File: config.mk
export PLATFORM = sky130hd
export DESIGN_NAME = source_tokenizer
export DESIGN_NICKNAME = d
export VERILOG_FILES = /design/src/rtl/core/stok_pkg.sv /design/src/rtl/core/stok_front.sv /design/src/rtl/core/stok_queue.sv /design/src/rtl/core/source_tokenizer.sv
export SDC_FILE = /design/constraint.sdc
export NUM_CORES = 2
export LEC_CHECK = 0
export ABC_CLOCK_PERIOD_IN_PS = 7900
export BUFFER_PORTS_ARGS = -buffer_cell sky130_fd_sc_hd__buf_2
export CORE_MARGIN = 2
export CORE_UTILIZATION = 50
export CTS_CLUSTER_SIZE = 28
export DETAILED_ROUTE_END_ITERATION = 7
export PLACE_DENSITY_LB_ADDON = 0.12
export SYNTH_ARGS = -nofsm -noshare
export SYNTH_HDL_FRONTEND = slang
export SYNTH_SLANG_ARGS = --single-unit
File: constraint.sdc
create_clock -name clk -period 7.9 [get_ports clk]
set_input_delay 1.185 -clock clk [delete_from_list [all_inputs] [get_ports clk]]
set_output_delay 1.185 -clock clk [all_outputs]
set_load 0.05 [all_outputs]
File: src/rtl/core/stok_pkg.sv
// Shared types, token codes and classification functions for the tokenizer.
// No dependencies.
package stok_pkg;

  localparam int PositionBitsDefault = 32;
  localparam int QueueDepthDefault = 4;
  localparam int KindBits = 7;

  typedef enum logic [2:0] {
    M_IDLE, M_NUMBER, M_STRING, M_IDENT, M_SYMBOL, M_LINE_COM, M_BLOCK_COM, M_BLOCK_STAR
  } lex_mode_t;

  localparam logic [6:0] K_EOF = 7'd0, K_NUMBER = 7'd1, K_STRING = 7'd2, K_IDENT = 7'd3,
    K_KW_BASE = 7'd4,
    K_LPAREN = 7'd33, K_RPAREN = 7'd34, K_LBRACE = 7'd35, K_RBRACE = 7'd36,
    K_LBRACKET = 7'd37, K_RBRACKET = 7'd38, K_SEMI = 7'd39, K_COLON = 7'd40,
    K_COMMA = 7'd41, K_DOT = 7'd42, K_PLUSPLUS = 7'd43, K_PLUSEQ = 7'd44, K_PLUS = 7'd45,
    K_MINUSMINUS = 7'd46, K_MINUSEQ = 7'd47, K_ARROW = 7'd48, K_MINUS = 7'd49,
    K_STAREQ = 7'd50, K_STAR = 7'd51, K_SLASHEQ = 7'd52, K_SLASH = 7'd53,
    K_PERCENTEQ = 7'd54, K_PERCENT = 7'd55, K_EQEQ = 7'd56, K_FATARROW = 7'd57,
    K_EQ = 7'd58, K_NE = 7'd59, K_NOT = 7'd60, K_LE = 7'd61, K_SHL = 7'd62, K_LT = 7'd63,
    K_GE = 7'd64, K_SHR = 7'd65, K_GT = 7'd66, K_ANDAND = 7'd67, K_BITAND = 7'd68,
    K_OROR = 7'd69, K_BITOR = 7'd70, K_XOR = 7'd71, K_BITNOT = 7'd72,
    K_QUESTION = 7'd73, K_UNKNOWN = 7'd74;

  localparam int NumKeywords = 29;

  // Keywords packed big-endian into the low bytes, with their lengths.
  function automatic logic [63:0] kw_text(input int i);
    logic [63:0] t;
    case (i)
      0: t = 64'h666e;               1: t = 64'h6c6574;
      2: t = 64'h6d7574;             3: t = 64'h6966;
      4: t = 64'h656c7365;           5: t = 64'h7768696c65;
      6: t = 64'h666f72;             7: t = 64'h72657475726e;
      8: t = 64'h737472756374;       9: t = 64'h656e756d;
      10: t = 64'h756e696f6e;        11: t = 64'h65787465726e;
      12: t = 64'h74727565;          13: t = 64'h66616c7365;
      14: t = 64'h6e756c6c;          15: t = 64'h61736d;
      16: t = 64'h766f6c6174696c65;  17: t = 64'h6938;
      18: t = 64'h693136;            19: t = 64'h693332;
      20: t = 64'h693634;            21: t = 64'h7538;
      22: t = 64'h753136;            23: t = 64'h753332;
      24: t = 64'h753634;            25: t = 64'h663332;
      26: t = 64'h663634;            27: t = 64'h626f6f6c;
      default: t = 64'h766f6964;
    endcase
    return t;
  endfunction

  function automatic logic [3:0] kw_len(input int i);
    logic [3:0] l;
    case (i)
      0, 3, 17, 21: l = 4'd2;
      4, 9, 12, 14, 27, 28: l = 4'd4;
      5, 10, 13: l = 4'd5;
      7, 8, 11: l = 4'd6;
      16: l = 4'd8;
      default: l = 4'd3;
    endcase
    return l;
  endfunction

  // Keyword lookup on the packed prefix; wlen is the saturated length (0..9).
  function automatic logic [6:0] word_kind(input logic [63:0] w, input logic [3:0] wlen);
    logic [6:0] k;
    k = K_IDENT;
    for (int i = 0; i < NumKeywords; i++) begin
      if (wlen == kw_len(i) && w == kw_text(i)) k = K_KW_BASE + 7'(i);
    end
    return k;
  endfunction

  function automatic logic is_digit(input logic [7:0] c);
    return c >= "0" && c <= "9";
  endfunction

  function automatic logic is_alpha(input logic [7:0] c);
    return (c >= "a" && c <= "z") || (c >= "A" && c <= "Z");
  endfunction

  function automatic logic is_space(input logic [7:0] c);
    return c == " " || (c >= 8'd9 && c <= 8'd13);
  endfunction

  function automatic logic has_pair(input logic [7:0] c);
    logic r;
    case (c)
      ":", "+", "-", "*", "/", "%", "=", "!", "<", ">", "&", "|": r = 1'b1;
      default: r = 1'b0;
    endcase
    return r;
  endfunction

  function automatic logic [6:0] single_kind(input logic [7:0] c);
    logic [6:0] k;
    case (c)
      "(": k = K_LPAREN;   ")": k = K_RPAREN;
      "{": k = K_LBRACE;   "}": k = K_RBRACE;
      "[": k = K_LBRACKET; "]": k = K_RBRACKET;
      ";": k = K_SEMI;     ":": k = K_COLON;
      ",": k = K_COMMA;    ".": k = K_DOT;
      "+": k = K_PLUS;     "-": k = K_MINUS;
      "*": k = K_STAR;     "/": k = K_SLASH;
      "%": k = K_PERCENT;  "=": k = K_EQ;
      "!": k = K_NOT;      "<": k = K_LT;
      ">": k = K_GT;       "&": k = K_BITAND;
      "|": k = K_BITOR;    "^": k = K_XOR;
      "~": k = K_BITNOT;   "?": k = K_QUESTION;
      default: k = K_UNKNOWN;
    endcase
    return k;
  endfunction

  // Two-character symbol kind, K_EOF when the pair does not form one.
  function automatic logic [6:0] pair_kind(input logic [7:0] p, input logic [7:0] c);
    logic [6:0] k;
    k = K_EOF;
    case (p)
      ":": if (c == ":") k = K_COLON;
      "+": if (c == "+") k = K_PLUSPLUS; else if (c == "=") k = K_PLUSEQ;
      "-": if (c == "-") k = K_MINUSMINUS; else if (c == "=") k = K_MINUSEQ;
           else if (c == ">") k = K_ARROW;
      "*": if (c == "=") k = K_STAREQ;
      "/": if (c == "=") k = K_SLASHEQ;
      "%": if (c == "=") k = K_PERCENTEQ;
      "=": if (c == "=") k = K_EQEQ; else if (c == ">") k = K_FATARROW;
      "!": if (c == "=") k = K_NE;
      "<": if (c == "=") k = K_LE; else if (c == "<") k = K_SHL;
      ">": if (c == "=") k = K_GE; else if (c == ">") k = K_SHR;
      "&": if (c == "&") k = K_ANDAND;
      "|": if (c == "|") k = K_OROR;
      default: k = K_EOF;
    endcase
    return k;
  endfunction

endpackage

File: src/rtl/core/stok_front.sv
// Front end: scanner state machine, position counters, token classification.
// Depends on stok_pkg. Produces up to two token records per byte.
module stok_front import stok_pkg::*; #(
  parameter int PositionBits = PositionBitsDefault
) (
  input  logic                      clk,
  input  logic                      rst,
  input  logic                      in_valid,
  input  logic [7:0]                source_byte,
  input  logic                      end_of_input,
  output logic                      emit_a,
  output logic                      emit_b,
  output logic [6:0]                kind_a,
  output logic [PositionBits-1:0]   start_a,
  output logic [PositionBits-1:0]   len_a,
  output logic [PositionBits-1:0]   line_a,
  output logic [PositionBits-1:0]   col_a,
  output logic [6:0]                kind_b,
  output logic [PositionBits-1:0]   start_b,
  output logic [PositionBits-1:0]   len_b,
  output logic [PositionBits-1:0]   line_b,
  output logic [PositionBits-1:0]   col_b
);

  localparam logic [PositionBits-1:0] PosMax = '1;
  localparam logic [PositionBits-1:0] PosOne = PositionBits'(1);

  lex_mode_t               mode, mode_next;
  logic [7:0]              pending_symbol, pending_symbol_next;
  logic [PositionBits-1:0] token_start, token_start_next;
  logic [PositionBits-1:0] byte_offset, line_count, column_count;
  logic [PositionBits-1:0] byte_offset_next, line_count_next, column_count_next;
  logic [63:0]             word_prefix, word_prefix_next;
  logic [3:0]              word_length, word_length_next;
  logic                    escape_pending, escape_pending_next;

  // Counter values after this byte is consumed
  logic [PositionBits-1:0] off_adv, line_adv, col_adv;
  logic                    nl;
  logic [6:0]              wkind, pkind;
  logic                    start_new;

  always_comb begin
    nl = source_byte == 8'h0a;
    off_adv = (byte_offset != PosMax) ? byte_offset + PosOne : byte_offset;
    line_adv = (nl && line_count != PosMax) ? line_count + PosOne : line_count;
    col_adv = nl ? PosOne : ((column_count != PosMax) ? column_count + PosOne : column_count);
    wkind = word_kind(word_prefix, word_length);
    pkind = pair_kind(pending_symbol, source_byte);
  end

  always_comb begin
    mode_next = mode;
    pending_symbol_next = pending_symbol;
    token_start_next = token_start;
    byte_offset_next = byte_offset;
    line_count_next = line_count;
    column_count_next = column_count;
    word_prefix_next = word_prefix;
    word_length_next = word_length;
    escape_pending_next = escape_pending;
    emit_a = 1'b0;
    emit_b = 1'b0;
    kind_a = K_EOF;
    start_a = token_start;
    len_a = byte_offset - token_start;
    line_a = line_count;
    col_a = column_count;
    kind_b = K_EOF;
    start_b = byte_offset;
    len_b = '0;
    line_b = line_count;
    col_b = column_count;
    start_new = 1'b0;
    if (in_valid) begin
      if (end_of_input) begin
        // flush the open token, then EOF
        unique case (mode)
          M_NUMBER: begin emit_a = 1'b1; kind_a = K_NUMBER; end
          M_IDENT:  begin emit_a = 1'b1; kind_a = wkind; end
          M_STRING: begin emit_a = 1'b1; kind_a = K_STRING; end
          M_SYMBOL: begin emit_a = 1'b1; kind_a = single_kind(pending_symbol); end
          default: ;
        endcase
        emit_b = 1'b1;
        mode_next = M_IDLE;
        escape_pending_next = 1'b0;
      end else begin
        byte_offset_next = off_adv;
        line_count_next = line_adv;
        column_count_next = col_adv;
        unique case (mode)
          M_NUMBER: begin
            if (!(is_digit(source_byte) || source_byte == ".")) begin
              emit_a = 1'b1; kind_a = K_NUMBER; start_new = 1'b1;
            end
          end
          M_IDENT: begin
            if (is_alpha(source_byte) || is_digit(source_byte) || source_byte == "_") begin
              if (word_length < 4'd8) word_prefix_next = {word_prefix[55:0], source_byte};
              if (word_length < 4'd9) word_length_next = word_length + 4'd1;
            end else begin
              emit_a = 1'b1; kind_a = wkind; start_new = 1'b1;
            end
          end
          M_STRING: begin
            if (escape_pending) escape_pending_next = 1'b0;
            else if (source_byte == "\\") escape_pending_next = 1'b1;
            else if (source_byte == "\"") begin
              emit_a = 1'b1; kind_a = K_STRING;
              line_a = line_adv; col_a = col_adv;
              mode_next = M_IDLE;
            end
          end
          M_LINE_COM: begin
            if (nl) start_new = 1'b1;
          end
          M_BLOCK_COM: begin
            if (source_byte == "*") mode_next = M_BLOCK_STAR;
          end
          M_BLOCK_STAR: begin
            if (source_byte == "/") mode_next = M_IDLE;
            else if (source_byte != "*") mode_next = M_BLOCK_COM;
          end
          M_SYMBOL: begin
            if (pending_symbol == "/" && source_byte == "/") mode_next = M_LINE_COM;
            else if (pending_symbol == "/" && source_byte == "*") mode_next = M_BLOCK_COM;
            else if (pkind != K_EOF) begin
              emit_a = 1'b1; kind_a = pkind; len_a = off_adv - token_start;
              line_a = line_adv; col_a = col_adv;
              mode_next = M_IDLE;
            end else begin
              emit_a = 1'b1; kind_a = single_kind(pending_symbol); start_new = 1'b1;
            end
          end
          default: start_new = 1'b1;
        endcase
        // byte opens something new
        if (start_new) begin
          mode_next = M_IDLE;
          if (is_space(source_byte)) begin
          end else if (is_digit(source_byte)) begin
            token_start_next = byte_offset; mode_next = M_NUMBER;
          end else if (source_byte == "\"") begin
            token_start_next = off_adv; escape_pending_next = 1'b0; mode_next = M_STRING;
          end else if (is_alpha(source_byte) || source_byte == "_") begin
            token_start_next = byte_offset;
            word_prefix_next = {56'd0, source_byte};
            word_length_next = 4'd1;
            mode_next = M_IDENT;
          end else if (has_pair(source_byte)) begin
            token_start_next = byte_offset; pending_symbol_next = source_byte;
            mode_next = M_SYMBOL;
          end else begin
            token_start_next = byte_offset;
            emit_b = 1'b1; kind_b = single_kind(source_byte);
            start_b = byte_offset; len_b = off_adv - byte_offset;
            line_b = line_adv; col_b = col_adv;
          end
        end
      end
    end
  end

  always_ff @(posedge clk) begin
    if (rst) begin
      mode <= M_IDLE;
      pending_symbol <= '0;
      token_start <= '0;
      byte_offset <= '0;
      line_count <= PosOne;
      column_count <= PosOne;
      word_prefix <= '0;
      word_length <= '0;
      escape_pending <= 1'b0;
    end else begin
      mode <= mode_next;
      pending_symbol <= pending_symbol_next;
      token_start <= token_start_next;
      byte_offset <= byte_offset_next;
      line_count <= line_count_next;
      column_count <= column_count_next;
      word_prefix <= word_prefix_next;
      word_length <= word_length_next;
      escape_pending <= escape_pending_next;
    end
  end

endmodule

File: src/rtl/core/stok_queue.sv
// Token queue between scanner and result port: takes up to two items a cycle.
// Depends on stok_pkg.
module stok_queue import stok_pkg::*; #(
  parameter int Width = 8,
  parameter int Depth = QueueDepthDefault
) (
  input  logic             clk,
  input  logic             rst,
  input  logic             wr_a,
  input  logic [Width-1:0] data_a,
  input  logic             wr_b,
  input  logic [Width-1:0] data_b,
  input  logic             rd,
  output logic [Width-1:0] rd_data,
  output logic             is_empty,
  output logic             room_two
);

  localparam int AddrBits = $clog2(Depth);

  logic [Width-1:0]  mem [Depth];
  logic [AddrBits-1:0] wp, rp;
  logic [AddrBits:0]   count;
  logic [AddrBits-1:0] wp1;
  logic [AddrBits:0]   n_wr;

  assign wp1 = wp + AddrBits'(1);
  assign n_wr = (AddrBits+1)'(wr_a) + (AddrBits+1)'(wr_b);
  assign is_empty = count == '0;
  assign room_two = count <= (AddrBits+1)'(Depth - 2);
  assign rd_data = mem[rp];

  // Storage: a-slot first when both are written
  always_ff @(posedge clk) begin
    if (wr_a) mem[wp] <= data_a;
    if (wr_b) mem[wr_a ? wp1 : wp] <= data_b;
  end

  always_ff @(posedge clk) begin
    if (rst) begin
      wp <= '0;
      rp <= '0;
      count <= '0;
    end else begin
      wp <= wp + n_wr[AddrBits-1:0];
      if (rd) rp <= rp + AddrBits'(1);
      count <= count + n_wr - (AddrBits+1)'(rd);
    end
  end

endmodule

File: src/rtl/core/source_tokenizer.sv
// Source tokenizer top level: scanner front end feeding a token queue.
// Depends on stok_pkg, stok_front and stok_queue.
//
// Usage: source bytes enter on the push/full queue port, one item per cycle,
// with end_of_input marking the end of the source (no byte carried). Tokens
// leave on the empty/pop queue port, oldest first; run_last marks the final
// token caused by one input item. Each byte may yield zero, one or two
// tokens; an end marker yields the pending token, if any, and then EOF.
// A token is visible in the cycle after the item that completes it.
// Throughput: one byte per cycle while the token queue has room for two
// entries; full rises when fewer than two slots remain, so a stalled
// receiver backs up into the source and nothing is lost.
// Reset (synchronous) clears the queue, the scanner state and counters:
// offset 0, line 1, column 1.
module source_tokenizer import stok_pkg::*; #(
  parameter int PositionBits = PositionBitsDefault,
  parameter int QueueDepth = QueueDepthDefault
) (
  input  logic        clk,
  input  logic        rst,
  input  logic        push,
  output logic        full,
  input  logic [7:0]  source_byte,
  input  logic        end_of_input,
  output logic        empty,
  input  logic        pop,
  output logic [6:0]  token_kind,
  output logic [31:0] start_offset,
  output logic [31:0] text_length,
  output logic [31:0] line_after,
  output logic [31:0] column_after,
  output logic        run_last
);

  localparam int RecBits = KindBits + 1 + 4 * 32;

  logic accept, room_two, q_empty;
  logic emit_a, emit_b;
  logic [6:0] kind_a, kind_b;
  logic [PositionBits-1:0] start_a, len_a, line_a, col_a;
  logic [PositionBits-1:0] start_b, len_b, line_b, col_b;
  logic [RecBits-1:0] rec_a, rec_b, rec_out;
  logic [31:0] sa, la, na, ca, sb, lb, nb, cb;

  assign full = !room_two;
  assign accept = push && room_two;

  stok_front #(.PositionBits(PositionBits)) u_front (
    .clk, .rst, .in_valid(accept), .source_byte, .end_of_input,
    .emit_a, .emit_b,
    .kind_a, .start_a, .len_a, .line_a, .col_a,
    .kind_b, .start_b, .len_b, .line_b, .col_b
  );

  // Widen or trim positions to the 32-bit result fields
  always_comb begin
    sa = 32'(start_a); la = 32'(len_a); na = 32'(line_a); ca = 32'(col_a);
    sb = 32'(start_b); lb = 32'(len_b); nb = 32'(line_b); cb = 32'(col_b);
    rec_a = {kind_a, sa, la, na, ca, !emit_b};
    rec_b = {kind_b, sb, lb, nb, cb, 1'b1};
  end

  stok_queue #(.Width(RecBits), .Depth(QueueDepth)) u_queue (
    .clk, .rst,
    .wr_a(emit_a), .data_a(rec_a),
    .wr_b(emit_b), .data_b(rec_b),
    .rd(pop && !q_empty),
    .rd_data(rec_out),
    .is_empty(q_empty),
    .room_two
  );

  assign empty = q_empty;
  assign {token_kind, start_offset, text_length, line_after, column_after, run_last} = rec_out;

endmodule

* After elaboration in Yosys (flattened, before gate mapping)
Memories as Yosys holds them, arrays and structs flattened. A register that Yosys moved wholly into a read port is not among the register bits.
Cells that the tools add are included.
** Storage, ports and cells
- Register bits after elaboration :: 215
- Latch bits :: 0
- Memory bits (writable) :: 544
- ROM bits :: 0
- Input bits :: 13
- Output and inout bits :: 138
- Memories kept :: 1
** Operators by class
- Add/subtract/negate cells :: 13
- $mul :: 0
- Div/mod/pow operators :: 0
- $lt $le $gt $ge :: 11
- Eq/ne operators :: 105
- Shift operators :: 0
- Mux-type cells :: 206
- Bitwise logic cells :: 5
- Reductions and logical operators :: 57
** Memory list
- u_queue.mem :: depth 4, bits a word 136, read ports 1, clocked after memory_dff 1, write ports 2, RTL line stok_queue.sv:21 : logic [Width-1:0] mem [Depth];
** Operators by type and width (number)
- 2-to-1 mux 32 bit :: 52
- == test 64 x 23 -> 1 bit, second input constant :: 12
- 2-to-1 mux 64 bit :: 8
- == test 64 x 31 -> 1 bit, second input constant :: 6
- one-hot mux 7 bit (24 select lines) :: 2
- == test 8 x 6 -> 1 bit, second input constant :: 36
- == test 64 x 15 -> 1 bit, second input constant :: 4
- == test 64 x 39 -> 1 bit, second input constant :: 3
- == test 64 x 47 -> 1 bit, second input constant :: 3
- 2-to-1 mux 7 bit :: 24
- == test 8 x 7 -> 1 bit, second input constant :: 16
- one-hot mux 32 bit (2 select lines) :: 2
- adder 32 x 1 -> 32 bit, second input constant :: 3
- inequality test 32 bit, second input constant :: 3
- subtractor 32 bit :: 3
- one-hot mux 7 bit (12 select lines) :: 1
- 2-to-1 mux 5 bit :: 16
- 2-to-1 mux 6 bit :: 11
- == test 64 x 63 -> 1 bit, second input constant :: 1
- 2-to-1 mux 4 bit :: 16
- 2-to-1 mux 3 bit :: 20
- one-hot mux 7 bit (4 select lines) :: 2
- 2-to-1 mux 1 bit :: 45
- logical AND 1 bit :: 38
- other kinds (42) :: 70

* Logic depth before layout (Yosys ltp)
- Depth in word-level cells :: 35
- Depth in mapped cells :: 23
- Depth with buffers taken out :: 21

* Hierarchy
From an unflattened synthesis, not the netlist that was laid out.
** Second synthesis, totals
- Cell total of the unflattened synthesis :: 4078
- Area, all modules :: 46098.0 µm²
** By module, submodules not included
- stok_queue :: times used 1, cells each 1376, area each 27002.1 µm², seq. area each 16515.8 µm²
- stok_front :: times used 1, cells each 2697, area each 19064.5 µm², seq. area each 4164.0 µm²
- source_tokenizer :: times used 1, cells each 5, area each 31.3 µm², seq. area each 0.0 µm²

* Worst setup path after synthesis
OpenSTA, ideal clock, no wires.
- Kind :: input -> register
- Start point :: in source_byte[7]
- End point :: mem u_queue.mem[2][56] in the netlist's numbering, data pin
- Data arrival time :: 7.556 ns
- Required time :: 7.739 ns
- Path slack :: 0.183 ns
- Stages on the path :: 12
- Cell sequence :: buf_6 > or4b_4 > or4_1 > a211o_1 > nand3_1 > o41a_2 > o21bai_4 > nand2_2 > o21bai_2 > nand2_1 > clkbuf_1 > and2_1
** RTL lines
- from (decl) :: RTL line source_tokenizer.sv:23 : input logic [7:0] source_byte,
- to (decl) :: RTL line stok_queue.sv:21

==> metrics <==
max frequency 159 MHz; clock-pin slew on the worst setup and hold paths 0.06 ns; WP data arrival 6.65 ns; Post-Syn Area 42700 um^2; H-tree Lvls 3; TritonCTS Buffers 86; PwrDens 286 nW/um^2; drt total wl 126 mm; CP max stage delay 0.52 ns; syn nets 4235; cells after synthesis 4109; PostCTS Resize Cnt 0; # nets final 4235; routed vias 33200; Max-slew headroom 0.235; synthesized area per cell 10.4 um^2; share of cells above drive strength 1 0.135; core area 84900 um^2; ys async rst share 0; initial drt markers 3353; part of the power in registers 0.357; Setup CP Type reg2reg; Max stage delay cell, worst path dfxtp_1; leakage 15.7 nW; combinational power share 0.330; outcome completed; Post-CTS Setup Bufs 0; clock sink count 761; initial core utilization 0.503; Worst R2R Start u_front.byte_offset[4]; DP Area 44200 um^2; switching part of the total power 0.376; Net Switching 5.07 mW; critical path startpoint category flip-flop; Post-synth EDFFs 540; Routed Antenna Nets 0; die footprint 87800 um^2; crit path cell chain nand4_1 > or3_1 > nor3b_2 > and4_1 > a21oi_2 > nor2b_1 > nand3_1 > or3_1 > xnor2_1 > ha_1 > a21o_1 > nor4_1 > a21oi_1 > a221o_1 > a31oi_1 > o211ai_1 > a31o_2 > xor2_1 > a21oi_1 > xnor2_1 > o22ai_1; Crit Path Max Fanout 10; hold crit path type reg2reg; Synth area leader edfxtp_1; fin area 47200 um^2; GRT Overall Usage 0.284; cell row count 107; clock buffer depth 3; internal cell power 8.43 mW; Clock Power Share 0.313; Yosys top cell area share 0.380; die width 296 um; overall power 13.5 mW; critical path endpoint category flip-flop; Synth area leaders edfxtp_1, dfxtp_1, mux4_2; global-route wire length before repair 193 mm; setup_tns 0 ns; drc violations 0; worst hold margin 0.448 ns; Avg WL per Cell 23.6 um; Max-Cap Viols 0; Vias/cell 6.23; Yosys cell types 110; largest net degree at the start of global routing 151; Util after Layout 0.556; Critical path origin u_front.byte_offset[4]; Synth Register Bits 761; post-route clock period utilization 0.798; prevailing post-synth register cell edfxtp_1; hpwl dp 80.8 mm; fin crit period 6.31 ns; final cell count without fillers 5326; Placed Instances 5165; Final Setup Violations 0; final worst setup slack 1.59 ns; hold_sp u_front.word_prefix[63]; Warnings, synthesis 0; vias in the first global route 32500; Final Skew 0.0576 ns; maximum vdd drop 0.233 mV; routability cong. 0.959; Slew @ Worst Pin 1.15 ns; global route overflow 0; Die Span Y 296 um; Hold Vio Cnt, Final 0; Ant. Diodes 0; pins over their slew limit 0; IO buf count 150; clk root buf clkbuf_16; initial antenna violation count 6; CTS tree built; area growth from synthesis to layout 10.5%; dpl ws 1.78 ns; IO Count 151; CP top delay family simple AND/OR/NAND/NOR gates; Fillers 7427; 1st-pass router iterations 6; Worst-Skew Late Latency 0.67 ns; number of buffers and inverters on the critical path 0; sequential area share after synthesis 0.483; CTS Hold Buffers Added 0; RSZ-0062 raised after global routing no; Req. time, crit path 8.24 ns
-- placed cells by master (no fill, tap or decap), drive strengths merged, types with 16 or more instances in the layout --
master and n:
buf 199, o21ai 199, nor2 313, ha 109
clkinv 40, a22o 95, dfxtp 221, o21a 16
o22ai 264, nand4 52, mux4 136, nand2 451
a31oi 25, and3 37, xnor2 151, xor2 63
or4 18, edfxtp 540, a211oi 31, nand2b 41
o21bai 17, nor3 65, a21o 39, nor2b 62
a21oi 277, nor4 25, inv 104, clkbuf 107
or3 42, and2 105, nand3 100
-- flip-flops by register name, indices dropped and copies added (netlist names), named ones only --
name	flops
u_queue.rp	2
u_front.start_a	32
u_front.word_prefix	64
u_queue.wp	2
u_front.byte_offset	32
u_front.word_length	4
u_front.column_count	32
u_front.line_count	32
u_front.mode	3
u_front.pending_symbol	8
u_front.escape_pending	1
u_queue.mem	544
u_queue.count	3
-- layout make-up --
type	count	area, um^2	share of cell area
Tap cell	1144	1430	0.0303
Sequential cell	761	20600	0.437
Timing Repair Buffer	199	1190	0.0252
Clock buffer	107	2280	0.0483
Inverter	107	407	0.00861
Multi-Input combinational cell	2954	20500	0.435
Clock inverter	54	729	0.0155
-- power groups by stage --
| stage | clock network (mW) | logic (mW) | registers [mW] |
|---|---|---|---|
| 2_1_floorplan | 0 | 3.33 | 4.82 |
| 3_3_place_gp | 0 | 4.45 | 4.90 |
| 3_5_place_dp | 0 | 4.46 | 4.91 |
| 4_1_cts | 4.29 | 4.47 | 4.83 |
| 5_1_grt | 4.43 | 4.71 | 4.86 |
| 6_report | 4.23 | 4.45 | 4.82 |
-- logic make-up after synthesis --
| kind of cell | Yosys count | share of synthesized area |
|---|---|---|
| and+or+nand+nor | 1386 | 0.160 |
| AOI/OAI and AO/OA | 1090 | 0.165 |
| DFF | 761 | 0.483 |
| buffers and inverters | 394 | 0.0392 |
| xor gates and xnor gates | 214 | 0.0439 |
| muxes | 151 | 0.0754 |
| adders and majority gates | 113 | 0.0338 |
-- cells in the mapped netlist, drive strengths merged, types with 102 or more instances --
master	instances
dfxtp	221
inv	102
o21ai	199
ha	109
a21oi	277
and2	105
nor2	313
mux4	136
buf	121
o22ai	264
clkbuf	166
xnor2	151
nand2	451
edfxtp	540
-- worst reg2reg max path, cell delays in order, from the launching register on --
cell and delay [ns]:
dfxtp_1 0.52, nand4_1 0.26, or3_1 0.51, nor3b_2 0.42, and4_1 0.41, a21oi_2 0.23, nor2b_1 0.24, nand3_1 0.20
or3_1 0.20, xnor2_1 0.11, ha_1 0.26, a21o_1 0.25, nor4_1 0.25, a21oi_1 0.16, a221o_1 0.36, a31oi_1 0.41
o211ai_1 0.18, a31o_2 0.27, xor2_1 0.15, a21oi_1 0.11, xnor2_1 0.34, o22ai_1 0.14
-- final timing paths --
check,to,slack [ns],depth (start not counted)
worst max-delay path,u_queue.mem[2][96],1.59,21
worst min-delay path,u_front.word_prefix[63],0.45,2
worst max register to register,u_queue.mem[2][96],1.59,21
worst min register to register,u_front.word_prefix[63],0.45,2
-- per-layer routing --
metal  vias to the layer above  global-route usage  part of all wire
met5                         -                   0           0.00021
li1                      15500                   -                 -
met3                       220              0.0393             0.067
met1                     16200               0.386              0.42
met4                         4              0.0888             0.026
met2                      1244               0.473              0.48
Note: power is estimated with default switching activity, not from simulation.
